File: src/abfi_pkg.sv
// Shared constants, types and helper functions for the box-fold iteration block.
`default_nettype none

package abfi_pkg;

    // Value format: signed Q8.24 points, scales and offsets
    localparam int VW = 32;
    localparam int FB = 24;
    // Derivative format: unsigned Q16.16
    localparam int DE_W = 32;
    localparam int DE_FB = 16;

    // Divisor width, enough to hold 1.0
    localparam int DW = FB + 1;
    // Product widths and divider numerator width
    localparam int PW = 2 * VW;
    localparam int DPW = DE_W + VW;
    localparam int NW = (DPW > PW) ? DPW : PW;
    // Width of the wide signed values ahead of saturation
    localparam int SW = NW + 4;
    // Width of the truncated squared radius
    localparam int RQW = PW + 2 - FB;
    // Divider lanes: x, y, z and the derivative
    localparam int LANES = 4;
    localparam int LANE_DE = 3;

    // Stream payload widths, rounded up to whole bytes
    localparam int IN_BITS = 7 * VW + DE_W;
    localparam int IN_TW = ((IN_BITS + 7) / 8) * 8;
    localparam int OUT_BITS = 4 * VW + DE_W;
    localparam int OUT_TW = ((OUT_BITS + 7) / 8) * 8;

    localparam int CFG_IW = 3;

    // Fixed-point constants
    localparam logic [DW-1:0] ONE_D = {1'b1, {FB{1'b0}}};
    localparam logic [VW:0] ONE_V1 = {{(VW - FB){1'b0}}, 1'b1, {FB{1'b0}}};
    localparam logic [NW:0] DE_ONE = {{(NW - DE_FB){1'b0}}, 1'b1, {DE_FB{1'b0}}};
    localparam logic [NW:0] DE_MAX = {{(NW + 1 - DE_W){1'b0}}, {DE_W{1'b1}}};
    localparam logic signed [SW-1:0] VMAX_W = signed'({{(SW - VW + 1){1'b0}}, {(VW - 1){1'b1}}});
    localparam logic signed [SW-1:0] VMIN_W = signed'({{(SW - VW + 1){1'b1}}, {(VW - 1){1'b0}}});

    // Configuration register indexes
    typedef enum logic [CFG_IW-1:0] {
        REG_BASE_SCALE      = 3'd0,
        REG_SCALE_VARIATION = 3'd1,
        REG_FOLD_LIMIT      = 3'd2,
        REG_FOLD_OFFSET_X   = 3'd3,
        REG_FOLD_OFFSET_Y   = 3'd4,
        REG_FOLD_OFFSET_Z   = 3'd5,
        REG_MIN_RADIUS_SQ   = 3'd6,
        REG_FOLD_Z_ENABLE   = 3'd7
    } cfg_reg_t;

    typedef struct packed {
        logic [VW-1:0] base_scale;
        logic [VW-1:0] scale_variation;
        logic [VW-2:0] fold_limit;
        logic [VW-1:0] fold_offset_x;
        logic [VW-1:0] fold_offset_y;
        logic [VW-1:0] fold_offset_z;
        logic [DW-1:0] min_radius_sq;
        logic          fold_z_enable;
    } cfg_t;

    // Folded point and varied scale leaving the front end
    typedef struct packed {
        logic [VW-1:0]   fx;
        logic [VW-1:0]   fy;
        logic [VW-1:0]   fz;
        logic [VW-1:0]   s;
        logic [DE_W-1:0] de;
        logic [VW-1:0]   cx;
        logic [VW-1:0]   cy;
        logic [VW-1:0]   cz;
        logic            ov;
    } front_t;

    // Data riding alongside the divider
    typedef struct packed {
        logic [VW-1:0] s;
        logic [VW-1:0] cx;
        logic [VW-1:0] cy;
        logic [VW-1:0] cz;
        logic [2:0]    neg;
        logic          ov;
    } side_t;

    // Saturate a wide signed value; returns {overflow, value}
    function automatic logic [VW:0] sat_v(input logic signed [SW-1:0] v);
        logic [VW:0] r;
        if (v > VMAX_W) begin
            r = {1'b1, VMAX_W[VW-1:0]};
        end
        else if (v < VMIN_W) begin
            r = {1'b1, VMIN_W[VW-1:0]};
        end
        else begin
            r = {1'b0, v[VW-1:0]};
        end
        return r;
    endfunction

    // Sign-extend a value to the wide width
    function automatic logic signed [SW-1:0] sext_w(input logic [VW-1:0] v);
        return signed'({{(SW - VW){v[VW-1]}}, v});
    endfunction

    // Magnitude of a signed value as unsigned of the same width
    function automatic logic [VW-1:0] mag_v(input logic [VW-1:0] v);
        return v[VW-1] ? (~v + 1'b1) : v;
    endfunction

endpackage

`default_nettype wire

File: src/abfi_front.sv
// Front end: box fold of each axis and scale variation, three stages.
`default_nettype none

module abfi_front (
    input  wire logic                        clk,
    input  wire logic                        rst_n,
    input  wire logic                        ce,
    input  wire logic                        in_valid,
    input  wire logic [abfi_pkg::IN_TW-1:0]  in_data,
    input  wire abfi_pkg::cfg_t              cfg,
    output logic                             out_valid,
    output abfi_pkg::front_t                 out
);

    localparam int VW = abfi_pkg::VW;
    localparam int FB = abfi_pkg::FB;
    localparam int PW = abfi_pkg::PW;
    localparam int SW = abfi_pkg::SW;
    localparam int DE_W = abfi_pkg::DE_W;

    // |v + off| without overflow
    function automatic logic [VW:0] abs_sum(input logic [VW-1:0] v, input logic [VW-1:0] off);
        logic [VW:0] s;
        s = {v[VW-1], v} + {off[VW-1], off};
        return s[VW] ? (~s + 1'b1) : s;
    endfunction

    logic [2:0] vld_reg;

    // Stage 1 registers
    logic [VW:0]     ax_reg, ay_reg, az_reg;
    logic [VW-1:0]   tmag_reg;
    logic            tneg_reg;
    logic [VW-1:0]   pz1_reg, cx1_reg, cy1_reg, cz1_reg;
    logic [DE_W-1:0] de1_reg;
    // Stage 2 registers
    logic [VW:0]     bx_reg, by_reg, bz_reg;
    logic [PW-1:0]   prod_reg;
    logic            pneg_reg;
    logic [VW-1:0]   pz2_reg, cx2_reg, cy2_reg, cz2_reg;
    logic [DE_W-1:0] de2_reg;
    // Stage 3 register
    abfi_pkg::front_t out_reg;

    logic [VW-1:0] px, py, pz, prev, pmag;
    logic [VW:0]   t_next;

    // Unpack the input transaction
    assign px   = in_data[VW-1:0];
    assign py   = in_data[2*VW-1:VW];
    assign pz   = in_data[3*VW-1:2*VW];
    assign pmag = abfi_pkg::mag_v(prev);
    assign prev = in_data[6*VW+DE_W+VW-1:6*VW+DE_W];
    assign t_next = {1'b0, pmag} - abfi_pkg::ONE_V1;

    // Advance valid bits
    always_ff @(posedge clk or negedge rst_n)
    begin
        if (!rst_n)
        begin
            vld_reg <= '0;
        end
        else if (ce)
        begin
            vld_reg <= {vld_reg[1:0], in_valid};
        end
    end

    // Stage 1: offset sums and |prev| - 1
    always_ff @(posedge clk)
    begin
        if (ce)
        begin
            ax_reg   <= abs_sum(px, cfg.fold_offset_x);
            ay_reg   <= abs_sum(py, cfg.fold_offset_y);
            az_reg   <= abs_sum(pz, cfg.fold_offset_z);
            tneg_reg <= t_next[VW];
            tmag_reg <= t_next[VW] ? VW'(~t_next + 1'b1) : t_next[VW-1:0];
            pz1_reg  <= pz;
            cx1_reg  <= in_data[4*VW-1:3*VW];
            cy1_reg  <= in_data[5*VW-1:4*VW];
            cz1_reg  <= in_data[6*VW-1:5*VW];
            de1_reg  <= in_data[6*VW+DE_W-1:6*VW];
        end
    end

    logic [VW+1:0] dx, dy, dz;
    logic [VW-1:0] svm;

    assign dx  = {1'b0, ax_reg} - {3'b000, cfg.fold_limit};
    assign dy  = {1'b0, ay_reg} - {3'b000, cfg.fold_limit};
    assign dz  = {1'b0, az_reg} - {3'b000, cfg.fold_limit};
    assign svm = abfi_pkg::mag_v(cfg.scale_variation);

    // Stage 2: distance from the limit and the variation product
    always_ff @(posedge clk)
    begin
        if (ce)
        begin
            bx_reg   <= dx[VW+1] ? VW'(~dx + 1'b1) + (VW+1)'(0) : dx[VW:0];
            by_reg   <= dy[VW+1] ? VW'(~dy + 1'b1) + (VW+1)'(0) : dy[VW:0];
            bz_reg   <= dz[VW+1] ? VW'(~dz + 1'b1) + (VW+1)'(0) : dz[VW:0];
            prod_reg <= PW'(svm) * PW'(tmag_reg);
            pneg_reg <= cfg.scale_variation[VW-1] ^ tneg_reg;
            pz2_reg  <= pz1_reg;
            cx2_reg  <= cx1_reg;
            cy2_reg  <= cy1_reg;
            cz2_reg  <= cz1_reg;
            de2_reg  <= de1_reg;
        end
    end

    logic signed [SW-1:0] lim_w, fvx, fvy, fvz, qv, sv;
    logic [VW:0] satx, saty, satz, sats;

    // Stage 3 combinational: fold result and varied scale with saturation
    always_comb
    begin
        lim_w = signed'(SW'(cfg.fold_limit));
        fvx = lim_w - signed'(SW'(bx_reg)) - signed'(SW'(abfi_pkg::mag_v(cfg.fold_offset_x)));
        fvy = lim_w - signed'(SW'(by_reg)) - signed'(SW'(abfi_pkg::mag_v(cfg.fold_offset_y)));
        fvz = lim_w - signed'(SW'(bz_reg)) - signed'(SW'(abfi_pkg::mag_v(cfg.fold_offset_z)));
        qv  = signed'(SW'(prod_reg[PW-1:FB]));
        if (pneg_reg)
        begin
            qv = -qv;
        end
        sv   = abfi_pkg::sext_w(cfg.base_scale) + qv;
        satx = abfi_pkg::sat_v(fvx);
        saty = abfi_pkg::sat_v(fvy);
        satz = cfg.fold_z_enable ? abfi_pkg::sat_v(fvz) : {1'b0, pz2_reg};
        sats = abfi_pkg::sat_v(sv);
    end

    always_ff @(posedge clk)
    begin
        if (ce)
        begin
            out_reg.fx <= satx[VW-1:0];
            out_reg.fy <= saty[VW-1:0];
            out_reg.fz <= satz[VW-1:0];
            out_reg.s  <= sats[VW-1:0];
            out_reg.de <= de2_reg;
            out_reg.cx <= cx2_reg;
            out_reg.cy <= cy2_reg;
            out_reg.cz <= cz2_reg;
            out_reg.ov <= satx[VW] | saty[VW] | satz[VW] | sats[VW];
        end
    end

    assign out_valid = vld_reg[2];
    assign out       = out_reg;

endmodule

`default_nettype wire

File: config.mk
export PLATFORM = sky130hd
export DESIGN_NAME = abfi_front
export DESIGN_NICKNAME = d
export VERILOG_FILES = /design/src/abfi_pkg.sv /design/src/abfi_front.sv
export SDC_FILE = /design/constraint.sdc
export NUM_CORES = 2
export LEC_CHECK = 0
export BUFFER_PORTS_ARGS = -buffer_cell sky130_fd_sc_hd__clkbuf_2
export CORE_UTILIZATION = 53
export DETAILED_ROUTE_END_ITERATION = 7
export GPL_TIMING_DRIVEN = 0
export PLACE_DENSITY = 0.75
export SLEW_MARGIN = 15
export SYNTH_ARGS = -nofsm -noshare
export SYNTH_HDL_FRONTEND = slang
export SYNTH_SLANG_ARGS = --single-unit
File: constraint.sdc
create_clock -name clk -period 14.8 [get_ports clk]
set_clock_uncertainty 0.1 [all_clocks]
set_input_delay 2.22 -clock clk [delete_from_list [all_inputs] [get_ports clk]]
set_output_delay 2.22 -clock clk [all_outputs]
set_load 0.01 [all_outputs]
==> impl_metrics.yaml <==
layout:
  fillCellCount: 14721
  final_cells: 12631
  syn2layout_area_growth_pct: 10.9
  fin_nets: 12335
  largest_reg_flops: 257
  drive_gt1_frac: 0.0963
  design_area_mm2: 0.102
cts:
  clkSinkCount: 852
  cts-hold-fix-buffers: 0
  cts-resized-gates: 0
  clock_path_buffers: 3
  cts_htree_levels: 3
  cts_tree: "built"
  path_clk_slew_ns: 0.06
  root_buffer: "clkbuf_16"
  clk_latency_ns: 0.75
  post_cts_buffers: 0
  cts_inserted_buffers: 96
sta:
  hold_viol_final: 0
  rsz0062_at_grt: "false"
  slew_violations: 0
  tightest_slew_ns: 1.34
  final.period_utilization: 0.944
  worst_slack_ns: 0.825
  fmax_mhz: 71.6
  slew_headroom: 0.108
  setup_tns_ns: 0
  setup_viol: 0
  period_minus_slack_ns: 13.98
critical_path:
  crit_arrival_ns: 14.36
  r2r_start: "tmag_reg[10]"
  regToRegSetupSlack_ns: 4.00
  path_class: "primary input to register"
  cpPeakStageDelay_ns: 0.86
  reg2regPathDepth: 29
  r2r-end: "prod_reg[61]"
  start_kind: "primary input"
  cpMostUsedCell: "fa_1"
  crit_path_max_fanout: 10
  cpMaxStageDelayCell: "nor4b_1"
  worst_setup_path_end_kind: "register"
  required_ns: 15.18
placement:
  post-place-ws_ns: 0.208
  hpwlAfterDp_um: 243000
  place_congestion: 1.01
  place_area_mm2: 0.0984
  io_buffers: 705
  place_inst: 12442
global_route:
  overflow: 0
  antenna_found_initial: 22
  track_usage: 0.335
  grt_pass1_vias: 73735
  grt_max_degree: 109
  grt_pass1_wl_um: 440000
yosys:
  ys_seq_area_frac: 0.279
  yosysUniqueCellTypes: 101
  synthTopCellsByArea: "edfxtp_1, fa_1, ha_1, inv_1, xnor2_1"
  syn_nets: 11520
  ys_seq_elements: 852
  synth_edf_count: 849
  yosys_warnings: 0
  post-synth-top-area-fraction: 0.278
  synthArstFlopShare: 0.00352
  ys.flop_type: "edfxtp_1"
  avgSynthCellArea_um2: 9.74
  synth_area_leader_cell: "edfxtp_1"
  synth_area_mm2: 0.0917
  syn_inst: 9415
route:
  drc: 0
  drt_iter0_markers: 6348
  ant_nets: 0
  num_vias: 74091
  firstDrtPassIters: 6
  wl_per_cell_um: 23.5
  drt_wl_total_um: 296000
  viasPerCell: 5.87
die:
  die_y_um: 418
  fp.dieW_um: 418
  pin_count: 735
  die_area_mm2: 0.175
  std_cell_rows: 152
  core_area_mm2: 0.172
  start_util: 0.534
hold_path:
  holdPathStages: 0
  hp-start: "cy1_reg[16]"
  min_path_type: "register to register"
  min_to: "cy2_reg[16]"
status:
  outcome: "complete, no violations"
run:
  maxCapViolCount: 0
==> per-layer routing <==
layer	routed length (um)	part of all wire	track usage
met5	158	0.00053	0
met4	20700	0.070	0.201
met3	23500	0.079	0.0630
met2	137000	0.46	0.546
met1	115000	0.39	0.414
==> synthesized netlist by cell type, drive strengths merged (15+ instances only) <==
library cell  number
a2111oi           24
nor2b             79
or2               51
nor4              52
ha               720
and3              50
o41ai             40
o21ai            405
nor3             134
nand3b            21
fa               908
nand3            108
o21bai            57
or4               48
inv             1236
xor2             302
nor2             415
xnor2            465
a21o             252
nand2b            85
o31ai            102
o21a             115
a31oi             65
a21boi            28
clkbuf           316
nand2            819
nand4             74
o2111ai           17
o211ai            36
a21oi            482
o31a              18
nor4b             16
and2             627
a211oi            44
buf               17
a31o              15
edfxtp           849
or3               83
==> cells in the final DEF, fill, tap and decap left out, types with 36 or more instances in the layout <==
| cell | n |
|---|---|
| and3_1 | 50 |
| ha_1 | 720 |
| o41ai_1 | 40 |
| or4_1 | 46 |
| nand2_1 | 819 |
| a211oi_1 | 43 |
| nor2b_1 | 79 |
| or2_2 | 51 |
| clkbuf_2 | 707 |
| nand3_1 | 108 |
| fa_1 | 908 |
| inv_1 | 1236 |
| nand4_1 | 73 |
| xnor2_1 | 463 |
| o21a_1 | 114 |
| edfxtp_1 | 849 |
| nor4_1 | 49 |
| a31oi_1 | 64 |
| clkbuf_1 | 323 |
| o21bai_1 | 57 |
| o21ai_0 | 396 |
| a21oi_1 | 482 |
| and2_1 | 627 |
| or3_1 | 82 |
| nor3_1 | 134 |
| o31ai_1 | 101 |
| xor2_1 | 302 |
| a21o_1 | 252 |
| nand2b_1 | 84 |
| clkbuf_16 | 96 |
| nor2_1 | 415 |
| o211ai_1 | 36 |
==> worst max path at each step <==
stage              endpoint      from  slack (ns)
3_3_place_gp     vld_reg[1]        ce       -3.31
3_5_place_dp   prod_reg[63]  cfg[153]        0.21
6_report       prod_reg[63]  cfg[153]        0.82
5_1_grt        prod_reg[63]  cfg[153]        0.31
2_1_floorplan  prod_reg[63]  cfg[162]        2.44
4_1_cts        prod_reg[63]  cfg[153]        1.01
==> through the flow <==
stage / util / hold slack, ns
after floorplan: - / 0.300
after global placement: 0.571 / 0.300
after detailed placement: 0.573 / 0.305
after CTS: 0.592 / 0.304
after global routing: 0.592 / 0.309
final: 0.592 / 0.307
==> cell type report <==
type / instances / area, um2 / area share
multi-input combinational: 6993 / 60200 / 0.592
clock inverter: 70 / 831 / 0.00817
timing repair buffer: 717 / 3800 / 0.0374
buffer: 333 / 1270 / 0.0125
sequential: 852 / 25600 / 0.251
antenna: 13 / 32.5 / 0.000320
inverter: 1237 / 4640 / 0.0457
clock buffer: 106 / 2440 / 0.0240
tap: 2310 / 2890 / 0.0284
==> cells by family after synthesis <==
logic type	share of synthesized area
AOI/OAI and AO/OA	0.132
adders and majority gates	0.297
DFF	0.279
and+or+nand+nor	0.153
buffers and inverters	0.0645
muxes	0.00243
xor gates and xnor gates	0.0735
==> worst max-delay path: cells and delay by family <==
family	cells	cell delay [ns]
fa+ha+maj	9	4.12
compound gates	10	2.88
xor+xnor	1	0.13
simple gates	11	3.62
buf+inv	8	1.36
Power is left out: the tool's default activity adds up to more than one toggle a clock period on the data nets, which glitch-free logic cannot reach.
