## config.mk

```make
export PLATFORM = sky130hd
export DESIGN_NAME = abfi_cfg
export DESIGN_NICKNAME = d
export VERILOG_FILES = /design/src/abfi_pkg.sv /design/src/abfi_cfg.sv
export SDC_FILE = /design/constraint.sdc
export NUM_CORES = 1
export LEC_CHECK = 0
export BUFFER_PORTS_ARGS = -buffer_cell sky130_fd_sc_hd__clkbuf_2
export CORE_MARGIN = 5
export CORE_UTILIZATION = 30
export CTS_BUF_LIST = sky130_fd_sc_hd__clkbuf_16
export DETAILED_ROUTE_END_ITERATION = 7
export GPL_TIMING_DRIVEN = 1
export PLACE_DENSITY = 0.54
export SETUP_SLACK_MARGIN = 0.15
export SKIP_LAST_GASP = 1
export SLEW_MARGIN = 20
export SYNTH_ARGS = -nofsm -noshare
export SYNTH_HDL_FRONTEND = slang
export SYNTH_SLANG_ARGS = --single-unit
```

## constraint.sdc

```tcl
create_clock -name clk -period 0.9 [get_ports clk]
set_input_delay 0.09 -clock clk [delete_from_list [all_inputs] [get_ports clk]]
set_output_delay 0.09 -clock clk [all_outputs]
set_load 0.1 [all_outputs]
```

## src/abfi_pkg.sv

```systemverilog
// Shared constants, types and helper functions for the box-fold iteration block.
`default_nettype none

package abfi_pkg;

    // Value format: signed Q8.24 points, scales and offsets
    localparam int VW = 32;
    localparam int FB = 24;
    // Derivative format: unsigned Q16.16
    localparam int DE_W = 32;
    localparam int DE_FB = 16;

    // Divisor width, enough to hold 1.0
    localparam int DW = FB + 1;
    // Product widths and divider numerator width
    localparam int PW = 2 * VW;
    localparam int DPW = DE_W + VW;
    localparam int NW = (DPW > PW) ? DPW : PW;
    // Width of the wide signed values ahead of saturation
    localparam int SW = NW + 4;
    // Width of the truncated squared radius
    localparam int RQW = PW + 2 - FB;
    // Divider lanes: x, y, z and the derivative
    localparam int LANES = 4;
    localparam int LANE_DE = 3;

    // Stream payload widths, rounded up to whole bytes
    localparam int IN_BITS = 7 * VW + DE_W;
    localparam int IN_TW = ((IN_BITS + 7) / 8) * 8;
    localparam int OUT_BITS = 4 * VW + DE_W;
    localparam int OUT_TW = ((OUT_BITS + 7) / 8) * 8;

    localparam int CFG_IW = 3;

    // Fixed-point constants
    localparam logic [DW-1:0] ONE_D = {1'b1, {FB{1'b0}}};
    localparam logic [VW:0] ONE_V1 = {{(VW - FB){1'b0}}, 1'b1, {FB{1'b0}}};
    localparam logic [NW:0] DE_ONE = {{(NW - DE_FB){1'b0}}, 1'b1, {DE_FB{1'b0}}};
    localparam logic [NW:0] DE_MAX = {{(NW + 1 - DE_W){1'b0}}, {DE_W{1'b1}}};
    localparam logic signed [SW-1:0] VMAX_W = signed'({{(SW - VW + 1){1'b0}}, {(VW - 1){1'b1}}});
    localparam logic signed [SW-1:0] VMIN_W = signed'({{(SW - VW + 1){1'b1}}, {(VW - 1){1'b0}}});

    // Configuration register indexes
    typedef enum logic [CFG_IW-1:0] {
        REG_BASE_SCALE      = 3'd0,
        REG_SCALE_VARIATION = 3'd1,
        REG_FOLD_LIMIT      = 3'd2,
        REG_FOLD_OFFSET_X   = 3'd3,
        REG_FOLD_OFFSET_Y   = 3'd4,
        REG_FOLD_OFFSET_Z   = 3'd5,
        REG_MIN_RADIUS_SQ   = 3'd6,
        REG_FOLD_Z_ENABLE   = 3'd7
    } cfg_reg_t;

    typedef struct packed {
        logic [VW-1:0] base_scale;
        logic [VW-1:0] scale_variation;
        logic [VW-2:0] fold_limit;
        logic [VW-1:0] fold_offset_x;
        logic [VW-1:0] fold_offset_y;
        logic [VW-1:0] fold_offset_z;
        logic [DW-1:0] min_radius_sq;
        logic          fold_z_enable;
    } cfg_t;

    // Folded point and varied scale leaving the front end
    typedef struct packed {
        logic [VW-1:0]   fx;
        logic [VW-1:0]   fy;
        logic [VW-1:0]   fz;
        logic [VW-1:0]   s;
        logic [DE_W-1:0] de;
        logic [VW-1:0]   cx;
        logic [VW-1:0]   cy;
        logic [VW-1:0]   cz;
        logic            ov;
    } front_t;

    // Data riding alongside the divider
    typedef struct packed {
        logic [VW-1:0] s;
        logic [VW-1:0] cx;
        logic [VW-1:0] cy;
        logic [VW-1:0] cz;
        logic [2:0]    neg;
        logic          ov;
    } side_t;

    // Saturate a wide signed value; returns {overflow, value}
    function automatic logic [VW:0] sat_v(input logic signed [SW-1:0] v);
        logic [VW:0] r;
        if (v > VMAX_W) begin
            r = {1'b1, VMAX_W[VW-1:0]};
        end
        else if (v < VMIN_W) begin
            r = {1'b1, VMIN_W[VW-1:0]};
        end
        else begin
            r = {1'b0, v[VW-1:0]};
        end
        return r;
    endfunction

    // Sign-extend a value to the wide width
    function automatic logic signed [SW-1:0] sext_w(input logic [VW-1:0] v);
        return signed'({{(SW - VW){v[VW-1]}}, v});
    endfunction

    // Magnitude of a signed value as unsigned of the same width
    function automatic logic [VW-1:0] mag_v(input logic [VW-1:0] v);
        return v[VW-1] ? (~v + 1'b1) : v;
    endfunction

endpackage

`default_nettype wire

```

## src/abfi_cfg.sv

```systemverilog
// Configuration register file written through its own valid/ready channel.
`default_nettype none

module abfi_cfg (
    input  wire logic                          clk,
    input  wire logic                          rst_n,
    input  wire logic                          wr_en,
    input  wire logic [abfi_pkg::CFG_IW-1:0]   wr_index,
    input  wire logic [abfi_pkg::VW-1:0]       wr_data,
    output abfi_pkg::cfg_t                     cfg
);

    abfi_pkg::cfg_t cfg_reg;
    abfi_pkg::cfg_t cfg_next;

    // Decode the write
    always_comb
    begin
        cfg_next = cfg_reg;
        if (wr_en)
        begin
            case (abfi_pkg::cfg_reg_t'(wr_index))
                abfi_pkg::REG_BASE_SCALE:      cfg_next.base_scale = wr_data;
                abfi_pkg::REG_SCALE_VARIATION: cfg_next.scale_variation = wr_data;
                abfi_pkg::REG_FOLD_LIMIT:      cfg_next.fold_limit = wr_data[abfi_pkg::VW-2:0];
                abfi_pkg::REG_FOLD_OFFSET_X:   cfg_next.fold_offset_x = wr_data;
                abfi_pkg::REG_FOLD_OFFSET_Y:   cfg_next.fold_offset_y = wr_data;
                abfi_pkg::REG_FOLD_OFFSET_Z:   cfg_next.fold_offset_z = wr_data;
                abfi_pkg::REG_MIN_RADIUS_SQ:
                    cfg_next.min_radius_sq = wr_data[abfi_pkg::DW-1:0];
                abfi_pkg::REG_FOLD_Z_ENABLE:   cfg_next.fold_z_enable = wr_data[0];
                default:                       cfg_next = cfg_reg;
            endcase
        end
    end

    // Hold the registers; reset to -2.0 scale, 1.0 limit, 0.25 min radius
    always_ff @(posedge clk or negedge rst_n)
    begin
        if (!rst_n)
        begin
            cfg_reg.base_scale <= {{(abfi_pkg::VW - abfi_pkg::FB - 1){1'b1}}, 1'b0,
                                   {abfi_pkg::FB{1'b0}}};
            cfg_reg.scale_variation <= '0;
            cfg_reg.fold_limit <= {{(abfi_pkg::VW - 2 - abfi_pkg::FB){1'b0}}, 1'b1,
                                   {abfi_pkg::FB{1'b0}}};
            cfg_reg.fold_offset_x <= '0;
            cfg_reg.fold_offset_y <= '0;
            cfg_reg.fold_offset_z <= '0;
            cfg_reg.min_radius_sq <= {3'b001, {(abfi_pkg::FB - 2){1'b0}}};
            cfg_reg.fold_z_enable <= 1'b1;
        end
        else
        begin
            cfg_reg <= cfg_next;
        end
    end

    assign cfg = cfg_reg;

endmodule

`default_nettype wire

```

==> results.cfg, run 1 <==
[timing]
tightestPinTransition_ns = 0.2941
count_of_endpoints_failing_setup_in_the_final_report = 271
fin_setup_tns_ns = -73.16
slew_limit_headroom_pct = 80.31
finClkSkew_ns = 0
maximum_operating_frequency_mhz = 703.4
finalMaxSlewViolations = 0
timing.final.ws_setup_ns = -0.5216
hold_viol = 0
post-route-period-util_pct = 158.0
clock_period_minus_worst_slack_ns = 1.422
rsz0062_at_grt = yes

[clock_network]
cts_buffers = 24
cts_root_buf = clkbuf_16
cts.path.max_buffers = 3
clock_tree_from_tritoncts = yes
cts.htree.levels = 1
clk_pin_slew_ns = 0.06
cts_num_sinks = 217
worstSkewPairLatency_ns = 0.52

[global_route]
grt_start_max_net_pins = 28
global_route.usage.total_pct = 17.76
grt_overflow = 0
first_global_vias = 6475
wire_length_of_the_first_global_routing_pass_mm = 42.44
grt_antenna_before_repair = 1

[critical_path]
timing.critical_path.max_delay_family = flip-flops
cp_data_arrival_time_ns = 1.33
setup.worst_path.end_class = output port
critPathBufInv = 1
critical_path_depth = 1
worstPathCellList = buf_12
cp_slowest_stage_delay_ns = 0.63
worst-endpoint-required_ns = 0.81
timing.critical_path.fanout_max = 2
crit_path_top_delay_cell = dfstp_4
crit_type = flip-flop to output port
r2r_cells = 3
type_of_origin_of_the_critical_path = flip-flop

[routing]
drt_drc_violations_left = 0
vias = 5711
route.detailed.vias_per_inst = 4.562
wl_per_cell_um = 22.76
ant_nets = 0
drt-total-wl_mm = 28.49
drt_iter0_markers = 264
firstDrtPassIters = 4

[floorplanning]
dieHeight_um = 175.3
area_of_the_core_region_um2 = 26950
core.rowCount = 60
boundaryPins = 255
die_width_um = 175.3
fp.dieArea_um2 = 30740
initial_core_util_pct = 30.43

[place]
routabilityCongestion = 0.7530
numPortBuffers = 254
numPlacedInstances = 1072
dpl_cell_area_um2 = 14210
dp_hpwl_mm = 18.86

[synthesis]
ys_seq_area_share_pct = 66.37
yosysUniqueCellTypes = 13
syn-num-nets = 506
flops_latches_synth = 217
syn_avg_cell_area_um2 = 17.52
post_synth_inst_count = 468
yosysWarningCount = 0
post_synth_instance_area_um2 = 8200

[final_layout]
share_of_the_core_filled_with_cells_pct = 63.29
final_cell_mix = 239 x buf_12, 214 x mux2_4, 160 x dfrtp_2
final.fill_count = 1796
final_net_count = 933
largest_register_ffs = 217
final_common_cell = buf_12
seq_area_um2 = 5797
final_design_area_no_fill_um2 = 17060
antenna_cells_inserted = 0
final-instance-count-excl-fill = 1252
multiInputGateArea_um2 = 3372
syn_to_final_growth_pct = 108.0
drive_above_1_share_pct = 93.19

[min_path]
hold_depth = 2
hp-class = input pin to flip-flop

[status]
status = complete, but fails checks
violations = setup timing

[pwr]
power.static_leakage_uw = 0.007786
power_density_nw_per_um2 = 3311
vdd_ir_drop_max_uv = 1853

[job]
max_cap_viol_count = 0
## final timing paths
| path | startpoint | to | slack [ns] |
|---|---|---|---|
| max in group asynchronous | rst_n | cfg[210] | 0.28 |
| min reg2reg | cfg[82] | cfg[82] | 0.56 |
| min | wr_data[0] | cfg[90] | 0.02 |
| max reg2reg | cfg[11] | cfg[11] | -0.19 |
| max | cfg[0] | cfg[0] | -0.52 |
| min in group asynchronous | rst_n | cfg[93] | 0.06 |
## cell usage after synthesis
master	n	area (um2)
mux2_2	198	2230
dfstp_2	10	262.8
nor4bb_1	1	10.01
mux2_1	19	214.0
nand4b_1	2	17.52
buf_6	10	112.6
buf_2	10	50.05
nand4b_4	1	23.77
buf_4	6	45.04
and4bb_2	2	25.02
nor4b_4	1	23.77
dfrtp_1	207	5180
nand4_1	1	6.260
## kinds of logic after synthesis
group	count (synthesis)	synth area share, %
multiplexers	217	29.80
flip-flops	217	66.37
buffers and inverters	26	2.533
AND/OR/NAND/NOR	8	1.297
## per-stage QoR
stage	power, uW	setup slack [ns]	hold WS (ns)
finish	56480	-0.5216	0.02220
floorplan	32590	-0.3583	-0.2056
global placement	44500	-0.5347	0.01765
global route	58120	-0.5543	0.01189
CTS	55800	-0.5463	0.001489
detailed placement	44860	-0.5986	0.01635
## per-layer routing
layer	vias up	global-route usage [%]	wire length [um]
met4	2	4.354	562
met1	2977	21.86	11510
met2	178	30.32	14330
li1	2519	-	-
met5	-	0	13
met3	35	5.898	2078
## cell type report
type | count | share of cell area, %
flip-flops and latches | 217 | 33.99
repair buffers | 427 | 39.44
multi-input cells | 225 | 19.77
clock inverters | 17 | 0.6309
well taps | 341 | 2.501
clock buffers | 25 | 3.668
## repair_timing
action	4_1_cts	5_1_grt
hold endpoints to repair	418	0
hold buffers	32	0
gates resized for setup	145	76
endpoints found under the setup margin	434	434
gates cloned	8	2
pin swaps	2	2
setup buffers	54	42
## report_power, final
part           switching [uW]  internal (uW)  total [uW]  leakage, uW
registers                2660          12600       15300      0.00239
clock network            3880           5280        9170     0.000377
logic                   19200          12900       32100      0.00502
Note: power is estimated with default switching activity, not from simulation.
==> run 2, diff against run 1 <==
--- a/config.mk
+++ b/config.mk
@@ -7,11 +7,11 @@
 export LEC_CHECK = 0
 export BUFFER_PORTS_ARGS = -buffer_cell sky130_fd_sc_hd__clkbuf_2
 export CORE_MARGIN = 5
-export CORE_UTILIZATION = 30
+export CORE_UTILIZATION = 51
 export CTS_BUF_LIST = sky130_fd_sc_hd__clkbuf_16
 export DETAILED_ROUTE_END_ITERATION = 7
 export GPL_TIMING_DRIVEN = 1
-export PLACE_DENSITY = 0.54
+export PLACE_DENSITY = 0.82
 export SETUP_SLACK_MARGIN = 0.15
 export SKIP_LAST_GASP = 1
 export SLEW_MARGIN = 20
==> run 2 against run 1 <==
The run now fails in clock tree synthesis (4_1_cts). Synthesized cell count stayed put. Area after synthesis stayed put.
==> results.cfg, run 2 <==
[synthesis]
synth.largest_area_cell = dfrtp_1
ys_seq_area_share_pct = 66.37
yosysUniqueCellTypes = 13
post_synth_inst_count = 468
flops_latches_synth = 217
syn_avg_cell_area_um2 = 17.52
async_flop_share_pct = 100.0
post_synth_instance_area_um2 = 8200
synth_top_cell_area_share_pct = 63.17
syn-num-nets = 506
ys_top_cells_by_count = 207 x dfrtp_1, 198 x mux2_2, 19 x mux2_1
ys_dominant_reg_cell = dfrtp_1
synthMostInstantiatedCell = dfrtp_1
edff_count_synth = 0
synth_area_leaders = dfrtp_1 63%, mux2_2 27%, dfstp_2 3.2%, mux2_1 2.6%, buf_6 1.4%
yosysWarningCount = 0

[floorplanning]
initial_core_util_pct = 51.81
die_width_um = 136.8
boundaryPins = 255
dieHeight_um = 136.8
core.rowCount = 46

[clock_network]
cts_buffers = 23
cts.htree.levels = 1
cts_num_sinks = 217
cts.path.max_buffers = 3
postCtsHoldBufs = 34
post_cts_buffers = 107
post_cts_resize_count = 204
cts_root_buf = clkbuf_16

[place]
routabilityCongestion = 0.7845
numPortBuffers = 254
numPlacedInstances = 940
dpl_cell_area_um2 = 13990
dp_hpwl_mm = 19.88
place_worst_setup_slack_ns = -0.5863

[status]
status = stopped before the end
stop_stage = clock tree synthesis (4_1_cts)
toolErrorMsg = [ERROR DPL-0038] Utilization greater than 100%, impossible to legalize
run 2: through the flow:
step / setup TNS [ns] / hold slack [ns]
2_1_floorplan: -58.27 / -0.2056
3_3_place_gp: -83.85 / -0.001488
3_5_place_dp: -99.80 / -0.001154
run 2: logic make-up after synthesis:
kind of cell	after synthesis	synth area share, %
muxes	217	29.80
DFF	217	66.37
buffers and inverters	26	2.533
and+or+nand+nor	8	1.297
==> run 3, diff against run 2 <==
--- a/config.mk
+++ b/config.mk
@@ -7,12 +7,10 @@
 export LEC_CHECK = 0
 export BUFFER_PORTS_ARGS = -buffer_cell sky130_fd_sc_hd__clkbuf_2
 export CORE_MARGIN = 5
-export CORE_UTILIZATION = 51
-export CTS_BUF_LIST = sky130_fd_sc_hd__clkbuf_16
+export CORE_UTILIZATION = 40
 export DETAILED_ROUTE_END_ITERATION = 7
 export GPL_TIMING_DRIVEN = 1
-export PLACE_DENSITY = 0.82
-export SETUP_SLACK_MARGIN = 0.15
+export PLACE_DENSITY_LB_ADDON = 0.15
 export SKIP_LAST_GASP = 1
 export SLEW_MARGIN = 20
 export SYNTH_ARGS = -nofsm -noshare
==> run 3 against run 2 <==
The flow now finishes, with violations (setup timing).
==> results.cfg, run 3 (synthesis results as in run 1) <==
[pwr]
vdd_ir_drop_max_uv = 2620
fin_total_pwr_uw = 54410
power.static_leakage_uw = 0.006948
power_density_nw_per_um2 = 3440

[min_path]
hp-class = input pin to flip-flop
hold_depth = 3
whs_endpoint = cfg[0]
hp-start = wr_index[0]

[final_layout]
largest_register_ffs = 217
multiInputGateArea_um2 = 3030
final_common_cell = buf_12
drive_above_1_share_pct = 92.13
antenna_cells_inserted = 0
final.fill_count = 1014
seq_area_um2 = 5797
syn_to_final_growth_pct = 92.90
final_cell_mix = 235 x buf_12, 160 x dfrtp_2, 123 x mux2_4
share_of_the_core_filled_with_cells_pct = 78.18
final_net_count = 873

[global_route]
grt_start_max_net_pins = 32
grt_antenna_before_repair = 0
wire_length_of_the_first_global_routing_pass_mm = 39.90
first_global_vias = 6333
grt_overflow = 0
global_route.usage.total_pct = 21.44

[critical_path]
setup.worst_path.end_class = output port
critPathBufInv = 1
cp_data_arrival_time_ns = 1.31
worstPathCellList = buf_12
setup.reg_to_reg.worst_slack_ns = -0.11
r2r-end = cfg[14]
cp_slowest_stage_delay_ns = 0.64
r2r_cells = 2
timing.critical_path.max_delay_family = flip-flops
worst-endpoint-required_ns = 0.81
crit_path_top_delay_cell = dfstp_4
timing.critical_path.fanout_max = 2
type_of_origin_of_the_critical_path = flip-flop
crit_type = flip-flop to output port
regToRegStartpoint = cfg[14]

[timing]
post-route-period-util_pct = 155.5
tightestPinTransition_ns = 0.3535
maximum_operating_frequency_mhz = 714.7
finalMaxSlewViolations = 0
hold_viol = 0
timing.final.ws_setup_ns = -0.4992
finClkSkew_ns = 0
clock_period_minus_worst_slack_ns = 1.399
count_of_endpoints_failing_setup_in_the_final_report = 263
rsz0062_at_grt = yes
hold_slack_ns = 0.02201
slew_limit_headroom_pct = 76.43

[place]
dp_hpwl_mm = 17.40
numPortBuffers = 254
routabilityCongestion = 0.8022

[routing]
ant_nets = 0
drt-total-wl_mm = 26.86
route.detailed.vias_per_inst = 4.909
wl_per_cell_um = 23.96
vias = 5503
firstDrtPassIters = 4
drt_iter0_markers = 175
drt_drc_violations_left = 0

[clock_network]
worstSkewPairLatency_ns = 0.49
cts.path.max_buffers = 3
cts_num_sinks = 217
clock_tree_from_tritoncts = yes
clk_pin_slew_ns = 0.06
cts_root_buf = clkbuf_16
cts_buffers = 23
cts.htree.levels = 1

[status]
violations = setup timing
status = complete, but fails checks

[job]
max_cap_viol_count = 0

[floorplanning]
boundaryPins = 255
dieHeight_um = 153.2
core.rowCount = 52
fp.dieArea_um2 = 23460
die_width_um = 153.2
area_of_the_core_region_um2 = 20230
initial_core_util_pct = 40.53
-- run 3: what timing repair did --
action | in CTS | in global routing
setup buffers | 32 | 18
setup endpoints to repair | 234 | 319
resized for setup | 7 | 57
pin swaps | 1 | 2
endpoints found under the hold margin | 421 | 0
cloned | 1 | 7
hold buffers | 33 | 0
-- run 3: layer usage --
metal | track usage, % | wire, um
met4 | 4.328 | 412
met1 | 26.74 | 10530
met3 | 7.549 | 1849
met2 | 36.40 | 14070
met5 | 0 | 0
-- run 3: worst max-delay path by stage --
stage	startpoint	to	slack, ns	depth (start not counted)
floorplan	wr_index[2]	cfg[190]	-0.36	4
global placement	wr_index[2]	cfg[200]	-0.47	4
detailed placement	wr_index[2]	cfg[191]	-0.52	4
CTS	cfg[146]	cfg[146]	-0.51	1
global route	cfg[214]	cfg[214]	-0.53	1
finish	cfg[214]	cfg[214]	-0.50	1
-- run 3: metrics by stage --
stage / cell area, um2 / setup WS, ns / setup TNS [ns] / std cells
finish: 15820 / -0.4992 / -65.54 / 1121
global route: 15820 / -0.5324 / -73.19 / 1121
CTS: 15420 / -0.5086 / -70.54 / 1104
detailed placement: 14090 / -0.5205 / -94.79 / 997
global placement: 14090 / -0.4713 / -87.17 / 997
floorplan: 9106 / -0.3583 / -58.27 / 468
-- run 3: report_power, final --
group          leakage, uW  switching, uW  internal [uW]
registers          0.00239           2630          12600
logic              0.00422          18900          11500
clock network     0.000337           3600           5150
total              0.00695          25100          29300
-- run 3: final cells by class --
| cell class | count | area share (%) |
|---|---|---|
| Tap cell | 270 | 2.136 |
| Clock inverter | 1 | 0.03164 |
| Sequential cell | 217 | 36.64 |
| Timing Repair Buffer | 368 | 37.67 |
| Clock buffer | 40 | 4.358 |
| Multi-Input combinational cell | 225 | 19.16 |
